--- src/sv/hts_pkg.sv ---
// Shared types, codes and constants for the humidity/temperature sensor sequencer.
// No dependencies; every other file of the block imports this package.
package hts_pkg;

	localparam int APB_ADDR_W = 5;
	localparam int APB_DATA_W = 32;

	// sensor command bytes
	localparam logic [7:0]  SOFT_RESET_CMD = 8'hBA;
	localparam logic [7:0]  STATUS_CMD     = 8'h71;
	localparam logic [23:0] TRIGGER_CMD    = 24'hAC3300;
	localparam int          BUSY_BIT       = 7;
	localparam int          CAL_BIT        = 3;

	// fixed-point conversion: value = (raw * scale + 2^19) >> 20
	localparam int          PROD_W      = 36;
	localparam logic [35:0] HUM_SCALE   = 36'd10000;
	localparam logic [35:0] TEMP_SCALE  = 36'd20000;
	localparam logic [35:0] ROUND_HALF  = 36'h80000;
	localparam logic [15:0] HUM_MAX     = 16'd10000;
	localparam logic [14:0] TEMP_OFFSET = 15'd5000;

	localparam logic [9:0] ELAPSED_MAX = 10'h3FF;
	localparam logic [3:0] RETRY_MAX   = 4'hF;

	// register reset values
	localparam logic [6:0] DEVICE_ADDRESS_RST     = 7'd56;
	localparam logic [7:0] RESET_WAIT_MS_RST      = 8'd20;
	localparam logic [7:0] SETTLE_WAIT_MS_RST     = 8'd40;
	localparam logic [3:0] POLL_RETRIES_RST       = 4'd5;
	localparam logic [7:0] RETRY_WAIT_MS_RST      = 8'd20;
	localparam logic [9:0] MEASURE_TIMEOUT_MS_RST = 10'd100;

	typedef enum logic [2:0] {
		REG_DEVICE_ADDRESS     = 3'd0,
		REG_RESET_WAIT_MS      = 3'd1,
		REG_SETTLE_WAIT_MS     = 3'd2,
		REG_POLL_RETRIES       = 3'd3,
		REG_RETRY_WAIT_MS      = 3'd4,
		REG_MEASURE_TIMEOUT_MS = 3'd5
	} reg_idx_t;

	typedef struct packed {
		logic [6:0] device_address;
		logic [7:0] reset_wait_ms;
		logic [7:0] settle_wait_ms;
		logic [3:0] poll_retries;
		logic [7:0] retry_wait_ms;
		logic [9:0] measure_timeout_ms;
	} cfg_t;

	typedef enum logic [1:0] {
		CMD_TICK     = 2'd0,
		CMD_INIT     = 2'd1,
		CMD_MEASURE  = 2'd2,
		CMD_BUS_DONE = 2'd3
	} cmd_t;

	typedef enum logic [1:0] {
		KIND_BUS_REQ   = 2'd0,
		KIND_INIT_DONE = 2'd1,
		KIND_MEAS_DONE = 2'd2
	} kind_t;

	typedef enum logic [1:0] {
		ST_OK       = 2'd0,
		ST_NOT_INIT = 2'd1,
		ST_BUS_ERR  = 2'd2,
		ST_TIMEOUT  = 2'd3
	} status_t;

	typedef enum logic [3:0] {
		PH_IDLE     = 4'd0,
		PH_RST_TX   = 4'd1,
		PH_RST_WAIT = 4'd2,
		PH_SETTLE   = 4'd3,
		PH_IPOLL_W  = 4'd4,
		PH_IPOLL_R  = 4'd5,
		PH_IRETRY   = 4'd6,
		PH_TRIG     = 4'd7,
		PH_MPOLL_W  = 4'd8,
		PH_MPOLL_R  = 4'd9,
		PH_MFAIL    = 4'd10,
		PH_MREAD    = 4'd11
	} phase_t;

	// what the step produces
	typedef enum logic [3:0] {
		ACT_NONE,
		ACT_REQ_RESET,
		ACT_REQ_TRIG,
		ACT_REQ_STATUS_WR,
		ACT_REQ_STATUS_RD,
		ACT_REQ_READ6,
		ACT_INIT_DONE,
		ACT_MEAS_DONE,
		ACT_MEAS_DATA
	} act_t;

	typedef struct packed {
		kind_t       kind;
		status_t     status;
		logic [7:0]  address_byte;
		logic [23:0] tx_bytes;
		logic [1:0]  tx_count;
		logic [2:0]  rx_count;
		logic        calibrated;
		logic [13:0] humidity_centi;
		logic [14:0] temperature_centi;
		logic [19:0] hum_raw;
		logic [19:0] temp_raw;
	} res_t;

endpackage

--- src/sv/hts_conv.sv ---
// Raw sample unpack and fixed-point conversion to hundredths.
// Depends on hts_pkg.
module hts_conv
	import hts_pkg::*;
(
	input  logic        [47:0] rx_data,
	output logic        [13:0] humidity_centi,
	output logic signed [14:0] temperature_centi,
	output logic        [19:0] hum_raw,
	output logic        [19:0] temp_raw
);

	logic [PROD_W-1:0] hum_prod;
	logic [PROD_W-1:0] temp_prod;
	logic [15:0]       hum_full;
	logic [15:0]       temp_full;

	assign hum_raw  = rx_data[39:20];
	assign temp_raw = rx_data[19:0];

	assign hum_prod  = PROD_W'(hum_raw) * HUM_SCALE + ROUND_HALF;
	assign temp_prod = PROD_W'(temp_raw) * TEMP_SCALE + ROUND_HALF;
	assign hum_full  = hum_prod[35:20];
	assign temp_full = temp_prod[35:20];

	// clamp to 100.00 %
	assign humidity_centi    = (hum_full > HUM_MAX) ? HUM_MAX[13:0] : hum_full[13:0];
	// offset -50.00 C, wraps in 15 bits
	assign temperature_centi = signed'(temp_full[14:0] - TEMP_OFFSET);

endmodule

--- src/sv/hts_regs.sv ---
// APB configuration register file for the sensor sequencer.
// Depends on hts_pkg.
module hts_regs
	import hts_pkg::*;
(
	input  logic                  clk,
	input  logic                  arst_n,
	input  logic                  psel,
	input  logic                  penable,
	input  logic                  pwrite,
	input  logic [APB_ADDR_W-1:0] paddr,
	input  logic [APB_DATA_W-1:0] pwdata,
	output logic [APB_DATA_W-1:0] prdata,
	output logic                  pready,
	output cfg_t                  cfg
);

	cfg_t     cfg_q;
	reg_idx_t idx;
	logic     wr_en;

	assign pready = 1'b1;
	assign idx    = reg_idx_t'(paddr[4:2]);
	assign wr_en  = psel && penable && pwrite && pready;
	assign cfg    = cfg_q;

	always_ff @(posedge clk or negedge arst_n) begin
		if (!arst_n) begin
			cfg_q.device_address     <= DEVICE_ADDRESS_RST;
			cfg_q.reset_wait_ms      <= RESET_WAIT_MS_RST;
			cfg_q.settle_wait_ms     <= SETTLE_WAIT_MS_RST;
			cfg_q.poll_retries       <= POLL_RETRIES_RST;
			cfg_q.retry_wait_ms      <= RETRY_WAIT_MS_RST;
			cfg_q.measure_timeout_ms <= MEASURE_TIMEOUT_MS_RST;
		end else if (wr_en) begin
			unique case (idx)
				REG_DEVICE_ADDRESS:     cfg_q.device_address     <= pwdata[6:0];
				REG_RESET_WAIT_MS:      cfg_q.reset_wait_ms      <= pwdata[7:0];
				REG_SETTLE_WAIT_MS:     cfg_q.settle_wait_ms     <= pwdata[7:0];
				REG_POLL_RETRIES:       cfg_q.poll_retries       <= pwdata[3:0];
				REG_RETRY_WAIT_MS:      cfg_q.retry_wait_ms      <= pwdata[7:0];
				REG_MEASURE_TIMEOUT_MS: cfg_q.measure_timeout_ms <= pwdata[9:0];
				default: ;
			endcase
		end
	end

	always_comb begin
		unique case (idx)
			REG_DEVICE_ADDRESS:     prdata = APB_DATA_W'(cfg_q.device_address);
			REG_RESET_WAIT_MS:      prdata = APB_DATA_W'(cfg_q.reset_wait_ms);
			REG_SETTLE_WAIT_MS:     prdata = APB_DATA_W'(cfg_q.settle_wait_ms);
			REG_POLL_RETRIES:       prdata = APB_DATA_W'(cfg_q.poll_retries);
			REG_RETRY_WAIT_MS:      prdata = APB_DATA_W'(cfg_q.retry_wait_ms);
			REG_MEASURE_TIMEOUT_MS: prdata = APB_DATA_W'(cfg_q.measure_timeout_ms);
			default:                prdata = '0;
		endcase
	end

endmodule

--- src/sv/hts_core.sv ---
// Sequencer state machine: one event per step, produces at most one result.
// Depends on hts_pkg and hts_conv.
module hts_core
	import hts_pkg::*;
(
	input  logic        clk,
	input  logic        arst_n,
	input  cfg_t        cfg,
	input  logic        step_en,
	input  cmd_t        cmd,
	input  logic        bus_ok,
	input  logic [47:0] rx_data,
	output logic        res_valid,
	output res_t        res
);

	phase_t     phase_q, phase_d;
	logic       init_q, init_d;
	logic [7:0] wait_q, wait_d;
	logic [3:0] retry_q, retry_d;
	logic [9:0] elapsed_q, elapsed_d;
	logic       cal_q, cal_d;

	act_t       act;
	status_t    fin_status;
	logic       go_settle, go_fail, go_retry, go_ipoll, go_mpoll;

	logic        [13:0] hum_c;
	logic signed [14:0] temp_c;
	logic        [19:0] raw_h;
	logic        [19:0] raw_t;

	hts_conv u_conv (
		.rx_data           (rx_data),
		.humidity_centi    (hum_c),
		.temperature_centi (temp_c),
		.hum_raw           (raw_h),
		.temp_raw          (raw_t)
	);

	always_ff @(posedge clk or negedge arst_n) begin
		if (!arst_n) begin
			phase_q   <= PH_IDLE;
			init_q    <= 1'b0;
			wait_q    <= '0;
			retry_q   <= '0;
			elapsed_q <= '0;
			cal_q     <= 1'b0;
		end else begin
			phase_q   <= phase_d;
			init_q    <= init_d;
			wait_q    <= wait_d;
			retry_q   <= retry_d;
			elapsed_q <= elapsed_d;
			cal_q     <= cal_d;
		end
	end

	// next state; chained follow-ups (zero waits, poll checks) resolve in the same step
	always_comb begin
		phase_d    = phase_q;
		init_d     = init_q;
		wait_d     = wait_q;
		retry_d    = retry_q;
		elapsed_d  = elapsed_q;
		cal_d      = cal_q;
		act        = ACT_NONE;
		fin_status = ST_OK;
		go_settle  = 1'b0;
		go_fail    = 1'b0;
		go_retry   = 1'b0;
		go_ipoll   = 1'b0;
		go_mpoll   = 1'b0;

		if (step_en) begin
			unique case (cmd)
				CMD_INIT: begin
					init_d    = 1'b0;
					retry_d   = '0;
					cal_d     = 1'b0;
					elapsed_d = '0;
					wait_d    = '0;
					phase_d   = PH_RST_TX;
					act       = ACT_REQ_RESET;
				end
				CMD_MEASURE: begin
					if (phase_q == PH_IDLE) begin
						if (!init_q) begin
							act        = ACT_MEAS_DONE;
							fin_status = ST_NOT_INIT;
						end else begin
							elapsed_d = '0;
							phase_d   = PH_TRIG;
							act       = ACT_REQ_TRIG;
						end
					end
				end
				CMD_TICK: begin
					case (phase_q) inside
						PH_MPOLL_W, PH_MPOLL_R, PH_MFAIL: begin
							if (elapsed_q != ELAPSED_MAX)
								elapsed_d = elapsed_q + 10'd1;
							go_mpoll = (phase_q == PH_MFAIL);
						end
						PH_RST_WAIT, PH_SETTLE, PH_IRETRY: begin
							if (wait_q != '0)
								wait_d = wait_q - 8'd1;
							if (wait_d == '0) begin
								go_settle = (phase_q == PH_RST_WAIT);
								go_ipoll  = (phase_q == PH_SETTLE);
								go_retry  = (phase_q == PH_IRETRY);
							end
						end
						default: ;
					endcase
				end
				CMD_BUS_DONE: begin
					case (phase_q)
						PH_RST_TX: begin
							if (bus_ok && cfg.reset_wait_ms != '0) begin
								wait_d  = cfg.reset_wait_ms;
								phase_d = PH_RST_WAIT;
							end else begin
								go_settle = 1'b1;   // failed reset skips the wait
							end
						end
						PH_IPOLL_W: begin
							if (!bus_ok) begin
								go_fail = 1'b1;
							end else begin
								phase_d = PH_IPOLL_R;
								act     = ACT_REQ_STATUS_RD;
							end
						end
						PH_IPOLL_R: begin
							if (!bus_ok) begin
								go_fail = 1'b1;
							end else begin
								cal_d = rx_data[CAL_BIT];
								if (!rx_data[BUSY_BIT]) begin
									init_d  = 1'b1;
									phase_d = PH_IDLE;
									act     = ACT_INIT_DONE;
								end else begin
									go_fail = 1'b1;
								end
							end
						end
						PH_TRIG: begin
							if (!bus_ok) begin
								phase_d    = PH_IDLE;
								act        = ACT_MEAS_DONE;
								fin_status = ST_BUS_ERR;
							end else begin
								elapsed_d = '0;
								go_mpoll  = 1'b1;
							end
						end
						PH_MPOLL_W: begin
							if (!bus_ok) begin
								phase_d = PH_MFAIL;
							end else begin
								phase_d = PH_MPOLL_R;
								act     = ACT_REQ_STATUS_RD;
							end
						end
						PH_MPOLL_R: begin
							if (!bus_ok) begin
								phase_d = PH_MFAIL;
							end else if (rx_data[BUSY_BIT]) begin
								go_mpoll = 1'b1;
							end else begin
								phase_d = PH_MREAD;
								act     = ACT_REQ_READ6;
							end
						end
						PH_MREAD: begin
							phase_d = PH_IDLE;
							if (!bus_ok) begin
								act        = ACT_MEAS_DONE;
								fin_status = ST_BUS_ERR;
							end else begin
								act = ACT_MEAS_DATA;
							end
						end
						default: ;
					endcase
				end
				default: ;
			endcase
		end

		if (go_settle) begin
			wait_d = cfg.settle_wait_ms;
			if (wait_d == '0)
				go_ipoll = 1'b1;
			else
				phase_d = PH_SETTLE;
		end
		if (go_fail) begin
			wait_d = cfg.retry_wait_ms;
			if (wait_d == '0)
				go_retry = 1'b1;
			else
				phase_d = PH_IRETRY;
		end
		if (go_retry) begin
			if (retry_d != RETRY_MAX)
				retry_d = retry_d + 4'd1;
			go_ipoll = 1'b1;
		end
		if (go_ipoll) begin
			if (retry_d >= cfg.poll_retries) begin
				// tries used up: finish initialized anyway
				init_d     = 1'b1;
				phase_d    = PH_IDLE;
				act        = ACT_INIT_DONE;
				fin_status = ST_TIMEOUT;
			end else begin
				phase_d = PH_IPOLL_W;
				act     = ACT_REQ_STATUS_WR;
			end
		end
		if (go_mpoll) begin
			if (elapsed_d >= cfg.measure_timeout_ms) begin
				phase_d    = PH_IDLE;
				act        = ACT_MEAS_DONE;
				fin_status = ST_TIMEOUT;
			end else begin
				phase_d = PH_MPOLL_W;
				act     = ACT_REQ_STATUS_WR;
			end
		end
	end

	// result fields from the chosen action
	always_comb begin
		res       = '0;
		res_valid = (act != ACT_NONE);
		unique case (act)
			ACT_REQ_RESET: begin
				res.kind         = KIND_BUS_REQ;
				res.address_byte = {cfg.device_address, 1'b0};
				res.tx_bytes     = {16'h0000, SOFT_RESET_CMD};
				res.tx_count     = 2'd1;
			end
			ACT_REQ_TRIG: begin
				res.kind         = KIND_BUS_REQ;
				res.address_byte = {cfg.device_address, 1'b0};
				res.tx_bytes     = TRIGGER_CMD;
				res.tx_count     = 2'd3;
			end
			ACT_REQ_STATUS_WR: begin
				res.kind         = KIND_BUS_REQ;
				res.address_byte = {cfg.device_address, 1'b0};
				res.tx_bytes     = {16'h0000, STATUS_CMD};
				res.tx_count     = 2'd1;
			end
			ACT_REQ_STATUS_RD: begin
				res.kind         = KIND_BUS_REQ;
				res.address_byte = {cfg.device_address, 1'b1};
				res.rx_count     = 3'd1;
			end
			ACT_REQ_READ6: begin
				res.kind         = KIND_BUS_REQ;
				res.address_byte = {cfg.device_address, 1'b1};
				res.rx_count     = 3'd6;
			end
			ACT_INIT_DONE: begin
				res.kind       = KIND_INIT_DONE;
				res.status     = fin_status;
				res.calibrated = cal_d;
			end
			ACT_MEAS_DONE: begin
				res.kind   = KIND_MEAS_DONE;
				res.status = fin_status;
			end
			ACT_MEAS_DATA: begin
				res.kind              = KIND_MEAS_DONE;
				res.status            = ST_OK;
				res.humidity_centi    = hum_c;
				res.temperature_centi = temp_c;
				res.hum_raw           = raw_h;
				res.temp_raw          = raw_t;
			end
			default: ;
		endcase
	end

	// a finished init always leaves the block initialized and idle
	a_init_sets_flag: assert property (@(posedge clk) disable iff (!arst_n)
		res_valid && res.kind == KIND_INIT_DONE |=> init_q && phase_q == PH_IDLE)
		else $error("init finished without setting initialized");

endmodule

--- src/sv/humidity_temp_sensor_sequencer.sv ---
// Top level of the humidity/temperature sensor read sequencer.
// Depends on hts_pkg, hts_regs, hts_core (and hts_conv below it).

// The block steers an external two-wire bus master for a humidity and
// temperature sensor. Each input transaction is one event: a 1 ms tick, a
// start-init or start-measure command, or the master's report of a finished
// bus transaction (ack flag plus received bytes). Each event yields zero or
// one output transaction: a bus request for the master, an init-finished
// notice, or a measurement result with humidity and temperature in
// hundredths. Throughput is one event per clock while the output is not
// stalled. An accepted event sits in the input register while the
// combinational sequencer step resolves it, and its result is written into
// the output register, which drives m_tvalid. The step itself is the only
// work between the two registers; the output register lets the next event
// be taken while a result still waits, and a stalled output holds the input
// register and drops s_tready. The user must write the registers over APB
// only while the sequencer is idle; the block itself does not enforce it.
// There is no clearing pass after reset.
module humidity_temp_sensor_sequencer
	import hts_pkg::*;
(
	input  logic                  clk,
	input  logic                  arst_n,

	input  logic                  s_tvalid,
	output logic                  s_tready,
	input  logic [55:0]           s_tdata,   // bus_ok[0], rx_data[48:1], zero pad
	input  logic [1:0]            s_tuser,   // cmd[1:0]

	output logic                  m_tvalid,
	input  logic                  m_tready,
	// status[1:0], address_byte[9:2], tx_bytes[33:10], tx_count[35:34],
	// rx_count[38:36], calibrated[39], humidity_centi[53:40],
	// temperature_centi[68:54], hum_raw[88:69], temp_raw[108:89], pad
	output logic [111:0]          m_tdata,
	output logic [1:0]            m_tuser,   // kind[1:0]

	input  logic                  psel,
	input  logic                  penable,
	input  logic                  pwrite,
	input  logic [APB_ADDR_W-1:0] paddr,
	input  logic [APB_DATA_W-1:0] pwdata,
	output logic [APB_DATA_W-1:0] prdata,
	output logic                  pready
);

	cfg_t        cfg;

	// input register
	logic        valid_s1;
	cmd_t        cmd_s1;
	logic        ok_s1;
	logic [47:0] rx_s1;

	// output register
	logic        out_valid_q;
	res_t        out_q;

	logic        step_en;   // event in s1 is consumed this cycle
	logic        res_valid;
	res_t        res;
	logic        in_take;

	hts_regs u_regs (
		.clk     (clk),
		.arst_n  (arst_n),
		.psel    (psel),
		.penable (penable),
		.pwrite  (pwrite),
		.paddr   (paddr),
		.pwdata  (pwdata),
		.prdata  (prdata),
		.pready  (pready),
		.cfg     (cfg)
	);

	hts_core u_core (
		.clk       (clk),
		.arst_n    (arst_n),
		.cfg       (cfg),
		.step_en   (step_en),
		.cmd       (cmd_s1),
		.bus_ok    (ok_s1),
		.rx_data   (rx_s1),
		.res_valid (res_valid),
		.res       (res)
	);

	// the step may run only if the output slot is free or drains now
	assign step_en  = valid_s1 && (!out_valid_q || m_tready);
	assign s_tready = !valid_s1 || step_en;
	assign in_take  = s_tvalid && s_tready;

	always_ff @(posedge clk or negedge arst_n) begin
		if (!arst_n)
			valid_s1 <= 1'b0;
		else if (s_tready)
			valid_s1 <= s_tvalid;
	end

	always_ff @(posedge clk) begin
		if (in_take) begin
			cmd_s1 <= cmd_t'(s_tuser);
			ok_s1  <= s_tdata[0];
			rx_s1  <= s_tdata[48:1];
		end
	end

	always_ff @(posedge clk or negedge arst_n) begin
		if (!arst_n)
			out_valid_q <= 1'b0;
		else if (step_en && res_valid)
			out_valid_q <= 1'b1;
		else if (m_tready)
			out_valid_q <= 1'b0;
	end

	always_ff @(posedge clk) begin
		if (step_en && res_valid)
			out_q <= res;
	end

	assign m_tvalid = out_valid_q;
	assign m_tuser  = out_q.kind;
	assign m_tdata  = {3'b000, out_q.temp_raw, out_q.hum_raw,
		out_q.temperature_centi, out_q.humidity_centi, out_q.calibrated,
		out_q.rx_count, out_q.tx_count, out_q.tx_bytes, out_q.address_byte,
		out_q.status};

	// a held event must block new input while the result slot is stuck
	a_stall_blocks_input: assert property (@(posedge clk) disable iff (!arst_n)
		valid_s1 && out_valid_q && !m_tready |-> !s_tready)
		else $error("input accepted while step is stalled");

	// every bus request moves at least one byte
	a_req_nonempty: assert property (@(posedge clk) disable iff (!arst_n)
		out_valid_q && out_q.kind == KIND_BUS_REQ |-> out_q.tx_count != 2'd0
		|| out_q.rx_count != 3'd0)
		else $error("empty bus request");

	// read requests carry no write bytes
	a_read_no_tx: assert property (@(posedge clk) disable iff (!arst_n)
		out_valid_q && out_q.kind == KIND_BUS_REQ && out_q.address_byte[0]
		|-> out_q.tx_count == 2'd0)
		else $error("read request with write bytes");

	// humidity stays clamped
	a_hum_clamped: assert property (@(posedge clk) disable iff (!arst_n)
		out_valid_q && out_q.kind == KIND_MEAS_DONE |-> out_q.humidity_centi <= HUM_MAX[13:0])
		else $error("humidity above 100 percent");

endmodule

--- config.mk ---
export PLATFORM = sky130hd
export DESIGN_NAME = humidity_temp_sensor_sequencer
export DESIGN_NICKNAME = d
export VERILOG_FILES = /design/src/sv/hts_pkg.sv /design/src/sv/hts_conv.sv /design/src/sv/hts_regs.sv /design/src/sv/hts_core.sv /design/src/sv/humidity_temp_sensor_sequencer.sv
export SDC_FILE = /design/constraint.sdc
export NUM_CORES = 1
export LEC_CHECK = 0
export BUFFER_PORTS_ARGS = -buffer_cell sky130_fd_sc_hd__buf_2
export CAP_MARGIN = 20
export CORE_MARGIN = 1.5
export CORE_UTILIZATION = 55
export CTS_BUF_LIST = sky130_fd_sc_hd__clkbuf_4 sky130_fd_sc_hd__clkbuf_8
export DETAILED_ROUTE_END_ITERATION = 7
export PLACE_DENSITY = 0.81
export SKIP_LAST_GASP = 1
export SLEW_MARGIN = 15
export SYNTH_ARGS = -nofsm -noshare
export SYNTH_HDL_FRONTEND = slang
export SYNTH_SLANG_ARGS = --single-unit
--- constraint.sdc ---
create_clock -name clk -period 8.1 [get_ports clk]
set_clock_uncertainty 0.1 [all_clocks]
set_input_delay 0.405 -clock clk [delete_from_list [all_inputs] [get_ports clk]]
set_output_delay 0.405 -clock clk [all_outputs]
set_load 0.03 [all_outputs]
==> key figures, run 1 <==
Status
  – Outcome: finished, final reports clean

STA
  – RSZ-0062 raised after global routing: no
  – Final period util: 91.6%
  – F_max: 135 MHz
  – Worst slew pin tran: 1.16 ns
  – Fin Hold WS: 0.0423 ns
  – Fin crit period: 7.42 ns
  – Slew margin rel.: 22.5%
  – Setup violations, final: 0
  – Setup TNS: 0 ns
  – Fin. max-slew vios: 0
  – Final hold violation count: 0

Synthesis
  – Post-synth EDFFs: 132
  – Library cells used by synthesis: 92
  – FFs w/ async S/R, synth: 36.2%
  – Post-synthesis cell count: 1819
  – Post-Syn Area: 0.0178 sq mm
  – Sequential area share after synthesis: 32.9%
  – Yosys warning count: 0
  – Syn_area_per_cell: 9.79 sq um
  – Number of synthesized register bits: 207
  – Top FF cell, synth: edfxtp_1

Critical path
  – CP bufs+invs: 3
  – Setup crit start kind: flop
  – Crit-path max FO: 13
  – Worst path most repeated cell: ha_1
  – CP Cell Sequence: inv_1, fa_1, inv_1, ha_1, fa_1, ha_1, fa_1, ha_1, and3_1, and2_1, a221oi_1, nand2_1, xor2_1, ha_1, inv_1, nor4_1, nand2_1, nor3_1, mux2_2, o221a_2, o31a_1
  – Crit path arrival time: 7.62 ns
  – Largest stage delay, worst path: 0.56 ns
  – Crit Path Category: reg -> reg
  – Crit-path leading delay family: adder cells
  – Critical Path Slowest Stage Cell: fa_1
  – Crit end category: flop
  – Critical Path RT: 8.30 ns

Route
  – Starting DRT DRC Count: 941
  – Vias per cell: 5.87
  – DRC Markers: 0
  – Routed vias: 14400
  – Routed Antenna Nets: 0
  – Initial DRT Pass Iterations: 5
  – Final WL: 43.7 mm
  – Avg WL per Cell: 17.8 microns

Floorplanning
  – Die H: 183 microns
  – Initial core utilization: 56.1%
  – Die ar.: 0.0335 sq mm
  – Core Box Area: 0.0317 sq mm
  – Io pins: 251
  – Row count: 65
  – Die W: 183 microns

CTS
  – CTS H-tree depth: 2
  – Gates resized, CTS repair: 0
  – CTS buffer count: 38
  – Clock Latency Late Sink: 0.56 ns
  – Clock tree buffer depth: 3
  – Setup Buffers After CTS: 0
  – CTS tree: yes
  – Clk sinks: 207
  – Clock slew at reported path FFs: 0.06 ns
  – CTS Root Cell: clkbuf_8

Worst hold path
  – Hold Path Class: in -> reg

Flow run
  – Max Cap Viol: 0

Cells and area
  – Most frequent cells in the layout: inv_1 (264), ha_1 (184), buf_2 (178)
  – Finished Cell Area: 0.0201 sq mm
  – Ant. Diodes: 0
  – Multi-input gate area in the final layout: 0.0105 sq mm
  – Commonest non-fill, non-tap cell in the layout: inv_1
  – Synthesis-to-layout area growth: 12.9%
  – Fin nets: 2402
  – FILL cells: 2525
  – Proportion of layout cells with a drive suffix above 1: 17.3%
  – Register area: 0.00586 sq mm
  – Final std cells w/o fill: 2455

Global routing
  – Initial antenna violation count: 0
  – Global route overflow: 0
  – Vias in the first global route: 13900
  – Global-route wire length before repair: 69.8 mm
  – Largest net degree at the start of global routing: 76
  – GRT Util Overall: 26.1%

Placed design
  – DP Wirelength: 32.5 mm
  – DP Area: 0.0188 sq mm
  – Dpl cells: 2336
  – IO buf count: 176
  – Final Wtd Congestion: 0.920
synthesized netlist by cell type, types with 33 or more instances:
master | count | share of area [%]
inv_1 | 264 | 5.6
ha_1 | 184 | 13
edfxtp_1 | 132 | 22
nand2_1 | 128 | 2.7
nor2_1 | 106 | 2.2
a21oi_1 | 94 | 2.6
fa_1 | 92 | 10
o21ai_0 | 77 | 2.2
dfrtp_1 | 61 | 8.6
buf_4 | 49 | 2.1
clkbuf_1 | 44 | 0.93
mux2_2 | 41 | 2.6
a21o_1 | 39 | 1.6
xnor2_1 | 34 | 1.7
nor3_1 | 33 | 0.93
tightest hold or removal path: stages:
cell and delay (ns):
buf_2 0.14, nand2_1 0.06, o21ai_0 0.08
layout make-up:
cell class / count / share of cell area, %
clock inverters: 11 / 0.411
clock buffers: 58 / 3.41
repair buffers: 236 / 7.27
inverters: 264 / 4.93
flip-flops and latches: 207 / 29.2
multi-input cells: 1277 / 52.3
well taps: 402 / 2.50
path summary, 6_finish.rpt:
path / startpoint / to / slack [ns] / cells past startpoint
hold / removal: pwdata[6] / u_regs.cfg[6] / 0.04 / 3
max in group asynchronous: arst_n / u_core.wait_q[5] / 6.74 / 3
setup / recovery: rx_s1[28] / m_tdata[44] / 0.68 / 21
setup reg to reg: rx_s1[28] / m_tdata[44] / 0.68 / 21
min in group asynchronous: arst_n / m_tvalid / 0.53 / 3
hold reg to reg: u_regs.cfg[39] / u_regs.cfg[39] / 0.44 / 1
sequential cells by signal (all words and copies together), names as in the netlist:
register,count
m_tdata,87
u_regs.cfg,45
rx_s1,40
u_core.elapsed_q,10
u_core.wait_q,8
u_core.phase_q,4
u_core.retry_q,4
cmd_s1,2
m_tuser,2
m_tvalid,1
ok_s1,1
u_core.cal_q,1
u_core.init_q,1
valid_s1,1
per-layer routing:
layer / vias to the layer above / routed length [microns] / track usage (%)
li1: 6781 / - / -
met1: 6964 / 18700 / 35.1
met2: 596 / 20700 / 43.1
met3: 82 / 3220 / 4.29
met4: 0 / 1070 / 8.62
met5: - / 0 / 0
stage by stage:
| step | worst slack (ns) | utilization, % |
|---|---|---|
| floorplan | 1.45 | - |
| global placement | 0.952 | 59.2 |
| CTS | 0.725 | 63.3 |
| detailed placement | 0.810 | 59.3 |
| finish | 0.681 | 63.3 |
| global route | 0.239 | 63.3 |
what timing repair did:
action / CTS / global route
hold endpoints to repair: 54 / 0
endpoints found under the setup margin: 0 / 0
hold buffers: 49 / 0
logic make-up (layout without fill, tap and decap cells):
| family | after synthesis | count (layout) | synth area share (%) |
|---|---|---|---|
| and+or+nand+nor | 487 | 487 | 14.5 |
| AOI/OAI and AO/OA | 368 | 368 | 13.9 |
| buffers and inverters | 368 | 569 | 8.86 |
| adders and majority gates | 276 | 276 | 23.3 |
| DFF | 207 | 207 | 32.9 |
| muxes | 57 | 57 | 3.85 |
| xor gates and xnor gates | 54 | 54 | 2.66 |
| other | 2 | 35 | 0.0422 |
Power of run 1 is not shown: default switching activity piles up to over one toggle a cycle in this logic, so the estimate is an artifact.
==> run 2: changes to the inputs <==
CORE_ASPECT_RATIO = 0.7   (was default)
==> run 2 against run 1 <==
Net effect: sequential cell count did not move; sequential share of layout area barely moved; critical path depth did not move; clock-buffer cell count fell by 7; worst hold slack got worse by 0.00061 ns; global-route usage rose by 1.0 points; design area fell by 0.10%; cell count rose by 0.65%; register-to-register slack barely moved; critical path type unchanged.
==> key figures, run 2 (synthesis gave the netlist of run 1 again) <==
Route
  – Final WL: 45.5 mm (was 43.7 mm)
  – Avg WL per Cell: 18.4 microns (was 17.8 microns)
  – Routed Antenna Nets: 0 (unchanged)
  – Vias per cell: 5.89 (was 5.87)
  – Routed vias: 14600 (was 14400)
  – Starting DRT DRC Count: 1320 (was 941)
  – DRC Markers: 0 (unchanged)
  – Initial DRT Pass Iterations: 5 (unchanged)

CTS
  – Clock tree buffer depth: 3 (unchanged)
  – Clock Latency Late Sink: 0.57 ns (was 0.56 ns)
  – Clk sinks: 207 (unchanged)
  – CTS H-tree depth: 2 (unchanged)
  – CTS Root Cell: clkbuf_8 (unchanged)
  – CTS tree: yes (unchanged)
  – Clock slew at reported path FFs: 0.06 ns (about the same)
  – CTS buffer count: 35 (was 38)
  – Setup Buffers After CTS: 0 (unchanged)

STA
  – Final hold violation count: 0 (unchanged)
  – Setup violations, final: 0 (unchanged)
  – Setup TNS: 0 ns (unchanged)
  – Final period util: 91.4% (was 91.6%)
  – Fin crit period: 7.40 ns (was 7.42 ns)
  – RSZ-0062 raised after global routing: no (unchanged)
  – Slew margin rel.: 32.3% (was 22.5%)
  – F_max: 135 MHz (about the same)
  – Fin. max-slew vios: 0 (unchanged)
  – Worst slew pin tran: 1.02 ns (was 1.16 ns)

Critical path
  – Crit-path max FO: 13 (unchanged)
  – Crit path arrival time: 7.61 ns (was 7.62 ns)
  – Crit end category: flop (unchanged)
  – Critical Path RT: 8.30 ns (about the same)
  – Setup crit start kind: flop (unchanged)
  – Crit Path Category: reg -> reg (unchanged)

Floorplanning
  – Die H: 154 microns (was 183 microns)
  – Io pins: 251 (unchanged)
  – Die W: 218 microns (was 183 microns)
  – Row count: 54 (was 65)
  – Die ar.: 0.0335 sq mm (about the same)
  – Core Box Area: 0.0315 sq mm (was 0.0317 sq mm)
  – Initial core utilization: 56.5% (was 56.1%)

Placed design
  – DP Wirelength: 34.1 mm (was 32.5 mm)
  – Dpl cells: 2357 (was 2336)
  – Final Wtd Congestion: 0.920 (about the same)
  – IO buf count: 176 (unchanged)

Cells and area
  – Most frequent cells in the layout: inv_1 (264), ha_1 (184), buf_2 (178) (unchanged)
  – Fin nets: 2403 (was 2402)
  – Largest register FFs: 87 (unchanged)
  – Final std cells w/o fill: 2471 (was 2455)
  – Synthesis-to-layout area growth: 12.8% (was 12.9%)
  – Commonest non-fill, non-tap cell in the layout: inv_1 (unchanged)
  – Proportion of layout cells with a drive suffix above 1: 17.2% (was 17.3%)
  – Ant. Diodes: 0 (unchanged)

Flow run
  – Max Cap Viol: 0 (unchanged)

Global routing
  – Global-route wire length before repair: 72.4 mm (was 69.8 mm)
  – Largest net degree at the start of global routing: 76 (unchanged)
  – Global route overflow: 0 (unchanged)
  – Vias in the first global route: 14000 (was 13900)
  – Initial antenna violation count: 1 (was 0)
  – GRT Util Overall: 27.1% (was 26.1%)

Status
  – Outcome: finished, final reports clean (unchanged)

Worst hold path
  – Hold Path Class: in -> reg (unchanged)
run 2: cell count changes in the layout (fill, tap and decap cells not counted), sizes merged:
cell / previous run / this run
inv: 265 / 267
clkinv: 8 / 7
clkbuf: 58 / 51
dlygate4sd3: 49 / 50
buf: 187 / 190
run 2: per-layer routing:
layer | vias up | GRT usage, % | routed length (microns) | share of wire [%]
li1 | 6752 | - | - | -
met5 | - | 0 | 12 | 0.026
met3 | 78 | 5.22 | 3700 | 8.1
met2 | 623 | 40.5 | 20000 | 44
met4 | 2 | 6.80 | 867 | 1.9
met1 | 7100 | 40.4 | 21000 | 46
run 2: layout make-up:
cell class / count / area (sq um)
clock buffers: 51 / 614
clock inverters: 12 / 95.1
fillers: 2542 / 11400
inverters: 264 / 991
multi-input cells: 1277 / 10500
flip-flops and latches: 207 / 5860
well taps: 420 / 526
repair buffers: 240 / 1480
run 2: worst max-delay path, cell delays in order (launching register included):
cell      delay, ns
edfxtp_1       0.46
inv_1          0.17
fa_1           0.56
inv_1          0.04
ha_1           0.29
fa_1           0.50
ha_1           0.33
fa_1           0.48
ha_1           0.33
and3_1         0.19
and2_1         0.19
a221oi_1       0.45
nand2_1        0.14
xor2_1         0.31
ha_1           0.31
inv_1          0.13
nor4_1         0.47
nand2_1        0.27
nor3_1         0.35
mux2_2         0.37
o221a_2        0.40
o31a_1         0.32
run 2: worst paths after layout:
kind	startpoint	end	slack [ns]	cells past startpoint
max in group asynchronous	arst_n	u_regs.cfg[23]	6.69	3
setup reg to reg	rx_s1[28]	m_tdata[48]	0.70	21
setup / recovery	rx_s1[28]	m_tdata[48]	0.70	21
min in group asynchronous	arst_n	u_core.retry_q[0]	0.49	3
hold / removal	pwdata[2]	u_regs.cfg[20]	0.04	3
hold reg to reg	u_core.cal_q	u_core.cal_q	0.45	1
run 2: per-stage QoR:
stage / setup slack [ns] / hold WS [ns] / utilization (%) / area (sq um)
CTS: 0.746 / 0.00779 / 63.7 / 20100
global placement: 0.913 / 0.418 / 59.9 / 18800
floorplan: 1.45 / 0.00941 / - / 17900
global route: 0.178 / 0.0432 / 63.7 / 20100
detailed placement: 0.811 / 0.407 / 59.9 / 18900
finish: 0.696 / 0.0417 / 63.7 / 20100
run 2: what timing repair did:
item / in CTS / in global routing
hold buffers: 50 / 0
gates resized for setup: 0 / 0
hold endpoints to repair: 50 / 0
Power of run 2 is left out for the same reason.
==> run 3: changes to the inputs <==
clock period = 6.9 ns   (was 8.1 ns; I/O delays follow)
==> run 3 against run 2 <==
Net effect: core utilization increased by 1.8 points; setup slack got worse by 0.50 ns; first-iteration DRC count decreased by 1.5%; non-clock buffer count increased by 50; clock-buffer cell count decreased by 1; worst hold slack improved by 0.00085 ns; highest routed layer is now met4.
==> key figures, run 3 (synthesis gave the netlist of run 1 again) <==
Floorplanning
  – Initial core utilization: 56.5% (unchanged)
  – Die ar.: 0.0335 sq mm (unchanged)
  – Row count: 54 (unchanged)
  – Io pins: 251 (unchanged)
  – Die H: 154 microns (unchanged)
  – Core Box Area: 0.0315 sq mm (unchanged)
  – Die W: 218 microns (unchanged)

Worst hold path
  – Hold Path Class: in -> reg (unchanged)

CTS
  – Clock Latency Late Sink: 0.58 ns (was 0.57 ns)
  – CTS tree: yes (unchanged)
  – Clock tree buffer depth: 3 (unchanged)
  – Clock slew at reported path FFs: 0.07 ns (was 0.06 ns)
  – Clk sinks: 207 (unchanged)
  – CTS H-tree depth: 2 (unchanged)
  – CTS buffer count: 35 (unchanged)
  – CTS Root Cell: clkbuf_8 (unchanged)

Status
  – Outcome: finished, final reports clean (unchanged)

Global routing
  – Largest net degree at the start of global routing: 76 (unchanged)
  – Vias in the first global route: 14400 (was 14000)
  – Global route overflow: 0 (unchanged)
  – Met3 usage: 5.62% (was 5.22%)
  – Initial antenna violation count: 0 (was 1)
  – Global routing usage on met2: 42.1% (was 40.5%)
  – Global routing's busiest layer: met2 (unchanged)
  – Global Route met1 Usage: 41.9% (was 40.4%)
  – GRT Util Overall: 28.0% (was 27.1%)
  – Global-route wire length before repair: 74.9 mm (was 72.4 mm)

Placed design
  – DP Wirelength: 35.3 mm (was 34.1 mm)
  – IO buf count: 176 (unchanged)
  – Final Wtd Congestion: 0.959 (was 0.920)

STA
  – Worst slew pin tran: 0.982 ns (was 1.02 ns)
  – F_max: 149 MHz (was 135 MHz)
  – Fin. max-slew vios: 0 (unchanged)
  – Final hold violation count: 0 (unchanged)
  – Slew margin rel.: 34.5% (was 32.3%)
  – Final period util: 97.2% (was 91.4%)
  – Fin crit period: 6.71 ns (was 7.40 ns)
  – Setup violations, final: 0 (unchanged)

Cells and area
  – FILL cells: 2424 (was 2542)
  – Fin nets: 2453 (was 2403)
  – Commonest non-fill, non-tap cell in the layout: inv_1 (unchanged)
  – Synthesis-to-layout area growth: 15.9% (was 12.8%)
  – Largest register FFs: 87 (unchanged)
  – Final Core Density: 65.6% (was 63.7%)
  – Most frequent cells in the layout: inv_1 (258), ha_1 (183), buf_2 (176) (was inv_1 (264), ha_1 (184), buf_2 (178))
  – Proportion of layout cells with a drive suffix above 1: 20.2% (was 17.2%)

Route
  – Initial DRT Pass Iterations: 6 (was 5)
  – Avg WL per Cell: 18.5 microns (was 18.4 microns)
  – Final WL: 46.7 mm (was 45.5 mm)
  – Routed Antenna Nets: 0 (unchanged)
  – Starting DRT DRC Count: 1300 (was 1320)
  – Vias per cell: 5.91 (was 5.89)
  – DRC Markers: 0 (unchanged)
  – Routed vias: 14900 (was 14600)

Critical path
  – Setup crit start kind: flop (unchanged)
  – Critical Path RT: 7.17 ns (was 8.30 ns)
  – Crit-path max FO: 9 (was 13)
  – Crit path arrival time: 6.98 ns (was 7.61 ns)
  – Crit Path Category: reg -> reg (unchanged)
  – Crit end category: flop (unchanged)
  – Crit-path leading delay family: adder cells (unchanged)
  – Critical Path Slowest Stage Cell: fa_1 (unchanged)
  – CP Cell Sequence: inv_1, fa_1, inv_1, ha_1, fa_1, ha_1, fa_1, ha_1, a21o_1, a221o_1, a21oi_4, nor2_1, o2111a_1, nor4b_4, or3b_1, nor3_2, mux2_2, o221a_2, buf_12, nor4_2 (was inv_1, fa_1, inv_1, ha_1, fa_1, ha_1, fa_1, ha_1, and3_1, and2_1, a221oi_1, nand2_1, xor2_1, ha_1, inv_1, nor4_1, nand2_1, nor3_1, mux2_2, o221a_2, o31a_1)
  – Largest stage delay, worst path: 0.55 ns (was 0.56 ns)
  – CP bufs+invs: 3 (unchanged)

Flow run
  – Max Cap Viol: 0 (unchanged)
## run 3: cell count changes in the layout (fill, tap and decap cells not counted), sizes merged
cell         change
buf             +45
clkbuf           -1
clkinv           +1
clkinvlp         +3
diode            +1
dlygate4sd3      +5
inv              -4
## run 3: cell type report
cell class	count	area (sq um)	area share, %
Sequential cell	207	5860	28.4
Inverter	264	998	4.84
Timing Repair Buffer	290	1900	9.22
Multi-Input combinational cell	1277	10600	51.6
Tap cell	420	526	2.55
Antenna cell	1	2.50	0.0121
Clock inverter	12	105	0.509
Clock buffer	50	601	2.91
## run 3: timing repair
item                                    CTS  global route
pin swaps                                 0             7
buffers inserted                          0            10
resized for setup                         2            30
endpoints found under the setup margin   13            19
endpoints found under the hold margin   145             0
hold buffers                             55             0
## run 3: worst register-to-register path: stages, from the launching register on
cell      delay (ns)
edfxtp_1        0.40
inv_1           0.14
fa_1            0.55
inv_1           0.05
ha_1            0.29
fa_1            0.49
ha_1            0.33
fa_1            0.47
ha_1            0.35
a21o_1          0.19
a221o_1         0.38
a21oi_4         0.20
nor2_1          0.14
o2111a_1        0.31
nor4b_4         0.33
or3b_1          0.43
nor3_2          0.24
mux2_2          0.36
o221a_2         0.33
buf_12          0.17
nor4_2          0.28
## run 3: metal layers
layer,vias to the layer above,wire length (microns)
li1,6872,-
met1,7322,21400
met2,636,20500
met3,70,4040
met4,0,743
met5,-,0
## run 3: path summary, 6_finish.rpt
check / slack (ns) / cells after the start / endpoint / from
worst max register to register: 0.19 / 20 / m_tdata[45] / rx_s1[27]
min in group asynchronous: 0.47 / 3 / u_core.retry_q[1] / arst_n
max in group asynchronous: 5.58 / 3 / u_regs.cfg[35] / arst_n
worst max-delay path: 0.19 / 20 / m_tdata[45] / rx_s1[27]
worst min-delay path: 0.04 / 3 / valid_s1 / m_tready
worst min register to register: 0.44 / 2 / u_regs.cfg[2] / u_regs.cfg[2]
## run 3: stage by stage
| stage | worst slack [ns] | hold WS (ns) | cells | instance area [sq um] | setup TNS (ns) |
|---|---|---|---|---|---|
| 6_report | 0.192 | 0.0425 | 2521 | 20600 | 0 |
| 5_1_grt | -0.0199 | 0.0345 | 2520 | 20600 | -0.0418 |
| 4_1_cts | 0.0156 | 0.00697 | 2510 | 20400 | 0 |
| 3_5_place_dp | -0.00253 | 0.406 | 2393 | 19200 | -0.00253 |
| 3_3_place_gp | 0.183 | 0.413 | 2392 | 19100 | 0 |
| 2_1_floorplan | 0.254 | -0.0506 | 1852 | 17900 | 0 |
Power of run 3 is left out for the same reason.
